--- config.mk ---
export PLATFORM = sky130hd
export DESIGN_NAME = aqu_fifo
export DESIGN_NICKNAME = d
export VERILOG_FILES = /design/src/aqu_fifo.sv
export SDC_FILE = /design/constraint.sdc
export NUM_CORES = 1
export LEC_CHECK = 0
export BUFFER_PORTS_ARGS = -buffer_cell sky130_fd_sc_hd__buf_2
export CORE_MARGIN = 3
export CORE_UTILIZATION = 55
export CTS_CLUSTER_DIAMETER = 30
export CTS_CLUSTER_SIZE = 8
export DETAILED_ROUTE_END_ITERATION = 10
export GPL_TIMING_DRIVEN = 0
export PLACE_DENSITY = 0.77
export SLEW_MARGIN = 30
export SYNTH_ARGS = -nofsm -noshare
export SYNTH_HDL_FRONTEND = slang
export SYNTH_SLANG_ARGS = --single-unit
--- constraint.sdc ---
create_clock -name clk -period 2.3 [get_ports clk]
set_input_delay 0.46 -clock clk [delete_from_list [all_inputs] [get_ports clk]]
set_output_delay 0.46 -clock clk [all_outputs]
set_load 0.01 [all_outputs]
--- src/aqu_fifo.sv ---
`timescale 1ns / 1ps
// Small register-based first-in first-out queue used between and after the
// front and back sections. No package dependency.
module aqu_fifo #(
  parameter int WIDTH = 32,
  parameter int DEPTH = 16
) (
  input  logic             clk,
  input  logic             rst_n,
  input  logic             wr_en,
  input  logic [WIDTH-1:0] wr_data,
  input  logic             rd_en,
  output logic [WIDTH-1:0] rd_data,
  output logic             empty
);

  localparam int AW = $clog2(DEPTH);
  localparam int CW = $clog2(DEPTH + 1);

  logic [WIDTH-1:0] mem_r [DEPTH];
  logic [AW-1:0]    wr_ptr_r, wr_ptr_nxt;
  logic [AW-1:0]    rd_ptr_r, rd_ptr_nxt;
  logic [CW-1:0]    cnt_r, cnt_nxt;

  always_comb begin
    wr_ptr_nxt = wr_ptr_r;
    rd_ptr_nxt = rd_ptr_r;
    if (wr_en) begin
      wr_ptr_nxt = (wr_ptr_r == AW'(DEPTH - 1)) ? '0 : wr_ptr_r + 1'b1;
    end
    if (rd_en) begin
      rd_ptr_nxt = (rd_ptr_r == AW'(DEPTH - 1)) ? '0 : rd_ptr_r + 1'b1;
    end
    cnt_nxt = cnt_r + CW'(wr_en) - CW'(rd_en);
  end

  always_ff @(posedge clk) begin
    if (!rst_n) begin
      wr_ptr_r <= '0;
      rd_ptr_r <= '0;
      cnt_r    <= '0;
    end else begin
      wr_ptr_r <= wr_ptr_nxt;
      rd_ptr_r <= rd_ptr_nxt;
      cnt_r    <= cnt_nxt;
    end
  end

  always_ff @(posedge clk) begin
    if (wr_en) begin
      mem_r[wr_ptr_r] <= wr_data;
    end
  end

  assign rd_data = mem_r[rd_ptr_r];
  assign empty   = (cnt_r == '0);

endmodule

==> results.md <==
Outcome:
- The run finished, with violations left.
- The checks that failed: setup timing.

Synthesis:
- The synthesis-stage register bit count is 529.
- The biggest area contributor in the post-synthesis netlist is sky130_fd_sc_hd__edfxtp_1.
- The post-synthesis instance area is 0.02003 mm².
- The average instance in the mapped netlist occupies 22.56 µm².
- The share of the Yosys chip area taken by registers is 0.7846.
- The share of synthesized area in the top cell type comes to 0.7676.
- Synthesis produced a netlist with a net count of 936.
- The cell count after synthesis came out at 888.
- Yosys printed 0 warnings.
- Yosys attributes the largest share of cell area to sky130_fd_sc_hd__edfxtp_1, sky130_fd_sc_hd__mux4_2, sky130_fd_sc_hd__a22oi_1, sky130_fd_sc_hd__dfxtp_1, sky130_fd_sc_hd__and2_1.
- The post-synthesis cell type count is 30.

Global route:
- Entering global routing, the biggest net connects 33 pins.
- The number of antenna violations at the first check in global routing is 3.
- The total routing resource utilization after global routing is 0.2684.
- The first-pass GRT wire length is 74270 µm.
- The remaining global-route overflow is 0.
- The via count of the first global-routing pass is 11220.

STA:
- Setup violations remaining at the end of the flow were counted as 32.
- The count of final hold-check violations is 0.
- For this run, the top clock speed supported by timing is 341.1 MHz.
- Once routing completed, OpenROAD measured the worst setup slack at -0.6318 ns.
- Dividing the final minimum period by the clock period gives 1.275.
- The smallest clock period supported by the final layout is computed as 2.932 ns.
- The worst slew margin relative to its limit is 0.5313.
- The final number of max-transition violations is 0.
- At the pin with the least slew margin, the transition time is 0.7031 ns.
- The worst clock skew is 0.02746 ns.
- Setup repair after global routing could not meet its margin everywhere.

Pwr:
- The analysis attributes to net switching a power of 5.715 mW.
- The total power divided by cell area is 1056 mW/mm².
- The worst-case IR drop observed on VDD is 0.0007094 V.
- The share of total power dissipated in combinational logic is 0.059.
- Of the total power, registers draw 0.407.
- The standby leakage power is 8.304 nW.
- The cell-internal power is 20.81 mW.
- The net switching share of the total power is 0.2154.
- The portion of total power attributed to the clock network is 0.534.

Clocking:
- In this run the number of H-tree levels came out at 3.
- The clock net in this run drives a total of 529 sinks.
- After clock tree synthesis, the flow added hold-fix buffers numbering 0.
- The clock tree from TritonCTS is done.
- Counting the buffers created by CTS gives 100.
- The tree is rooted in a sky130_fd_sc_hd__clkbuf_16.
- The buffer depth of the longest clock path is 3.
- Clock-pin slew was measured on the worst setup and hold paths at 0.05 ns.
- The later pin in the worst-skew pair is clocked with a latency of 0.62 ns.

Place:
- The count of input and output buffers is 68.
- The detailed placement HPWL is 22340 µm.
- The total instance count after detailed placement is 1417.
- The global placer's final weighted congestion is 0.7157.
- The placed instances occupy a cell area of 0.02099 mm².

Setup path:
- For the worst setup path, the data required time is 1.84 ns.
- The top fanout value on the critical path is 8.
- STA classifies the critical path endpoint as a primary output.
- The worst setup path is of the reg2out kind.
- The critical path startpoint category is a flip-flop.
- The worst register-to-register path has a depth of 10.
- Data arrives at the worst endpoint at 2.47 ns.

Final layout:
- After the flow finishes, the layout carries non-filler instances totaling 1616.
- After routing the design area is 0.02512 mm².
- The library cell used most frequently in the layout, excluding fill and tap cells, is sky130_fd_sc_hd__edfxtp_1.
- The fraction of final layout cells with drive strength greater than 1 is 0.4047.
- In the final design database the tool counted 1123 nets.
- In the layout the commonest cells are sky130_fd_sc_hd__edfxtp_1, sky130_fd_sc_hd__mux4_2, sky130_fd_sc_hd__clkbuf_16.
- The area overhead of the layout relative to synthesis is 25.42%.

Route:
- The detailed router finished its first iteration with 1429 violations.
- Using the TritonRoute via totals, the vias-per-cell ratio works out to 6.446.
- The routed via count is 10417.
- Once detail routing completed, the nets flagged for antenna violations numbered 0.
- The number of design rule violations left after detail routing is 0.
- The routed length per placed instance is 31.85 µm.
- The detailed-route wire length is 51470 µm.
- The first detailed-routing pass ran for 5 iterations.

Floorplanning:
- The die footprint is 0.03874 mm².
- The total number of placement rows is 69.
- During I/O placement, the number of pins put on the boundary was 69.
- The starting density of the core is 0.5604.
- The horizontal die dimension is 196.8 µm.
- In this run the vertical extent of the chip is 196.8 µm.
- The core box area is 0.03574 mm².

Flow run:
- The max-cap check violation count is 0.

Hold path:
- The worst hold path passes through 2 cells.
- The tightest min-delay check is of the in2reg type.
==> critical path, cell delays in order, from the launching register on <==
cell and delay, ns:
sky130_fd_sc_hd__dfxtp_4 0.43, sky130_fd_sc_hd__buf_12 0.21, sky130_fd_sc_hd__buf_12 0.15, sky130_fd_sc_hd__mux4_2 0.53, sky130_fd_sc_hd__a22oi_1 0.26, sky130_fd_sc_hd__nand2_2 0.13, sky130_fd_sc_hd__buf_6 0.14
==> metrics by stage <==
step	util	setup slack, ns	total power, mW	hold WS, ns	setup TNS (ns)
3_3_place_gp	0.5860	-0.9185	12.20	0.5290	-428.53
2_1_floorplan	-	0.1089	11.77	0.4988	0
3_5_place_dp	0.5872	-0.5051	12.25	0.5395	-13.67
5_1_grt	0.7028	-0.6681	27.16	0.1624	-19.80
6_report	0.7028	-0.6318	26.53	0.1502	-17.72
4_1_cts	0.6967	-0.5838	26.44	0.1308	-17.36
==> repair_timing <==
action | 4_1_cts | 5_1_grt
setup buffers | 5 | 4
setup endpoints to repair | 32 | 32
endpoints found under the hold margin | 0 | 0
cloned | 4 | 4
pin swaps | 17 | 12
gates resized for setup | 138 | 17
==> cells by family (layout without fill, tap and decap cells) <==
group,count (synthesis),after routing,synth area share
other cells,0,1,0
fa+ha+maj,12,12,0.007871
buf+inv,55,321,0.01249
compound gates,75,75,0.02699
xor+xnor,4,4,0.001749
mux,131,131,0.1454
flops,529,529,0.7846
simple gates,82,82,0.02086
==> cell type report <==
cell class	count	area [µm²]
multi-input cells	304	4347
diodes	1	2.502
flip-flops and latches	529	15720
plain buffers	45	499.2
well taps	461	576.8
repair buffers	85	674.4
clock inverters	57	576.8
fillers	2069	10620
inverters	10	37.54
clock buffers	124	2688
==> synth_stat cells <==
cell type and n:
sky130_fd_sc_hd__xor2_1 1, sky130_fd_sc_hd__and3b_1 2, sky130_fd_sc_hd__fa_1 1, sky130_fd_sc_hd__a21oi_1 4, sky130_fd_sc_hd__nor2_1 2, sky130_fd_sc_hd__and2_1 24, sky130_fd_sc_hd__o21ai_0 5, sky130_fd_sc_hd__mux2i_1 3
sky130_fd_sc_hd__xnor2_1 3, sky130_fd_sc_hd__ha_1 11, sky130_fd_sc_hd__nand2_1 37, sky130_fd_sc_hd__nor4b_1 1, sky130_fd_sc_hd__dfxtp_1 17, sky130_fd_sc_hd__nor2b_1 5, sky130_fd_sc_hd__buf_4 9, sky130_fd_sc_hd__nor3_1 1
sky130_fd_sc_hd__inv_1 10, sky130_fd_sc_hd__nor3b_1 1, sky130_fd_sc_hd__mux4_2 128, sky130_fd_sc_hd__clkbuf_1 24, sky130_fd_sc_hd__nand4_1 1, sky130_fd_sc_hd__a21o_1 1, sky130_fd_sc_hd__and3_1 2, sky130_fd_sc_hd__buf_1 4
sky130_fd_sc_hd__edfxtp_1 512, sky130_fd_sc_hd__nand3_1 4, sky130_fd_sc_hd__nand2b_1 2, sky130_fd_sc_hd__a22oi_1 64, sky130_fd_sc_hd__buf_2 8, sky130_fd_sc_hd__a21boi_0 1
==> power groups by stage <==
| stage | Combinational, mW | Clock (mW) | Sequential [mW] |
|---|---|---|---|
| after global routing | 1.69 | 14.7 | 10.8 |
| after floorplan | 0.830 | 0 | 10.9 |
| after CTS | 1.51 | 14.1 | 10.8 |
| after global placement | 1.25 | 0 | 11.0 |
| final | 1.57 | 14.2 | 10.8 |
| after detailed placement | 1.30 | 0 | 11.0 |
==> worst paths after layout <==
check / endpoint / start / slack [ns]
min reg2reg: wr_ptr_r[3] / wr_ptr_r[0] / 0.55
max: rd_data[30] / flip-flop / -0.63
max reg2reg: cnt_r[4] / cnt_r[0] / 0.22
min: cnt_r[4] / rst_n / 0.15
==> registers in the layout, indices dropped and copies added, names as in the netlist, named ones only <==
register and cells:
mem_r 512, cnt_r 5, rd_ptr_r 4, wr_ptr_r 4
==> routing by layer <==
metal,up-vias,global-route usage,wire length [µm],part of all wire
met5,-,0,27,0.00052
met1,5457,0.3462,18810,0.37
met3,117,0.06479,4267,0.083
met4,4,0.1246,1756,0.034
met2,683,0.4397,26610,0.52
li1,4156,-,-,-
No activity file was read; power rests on OpenSTA's default activity.
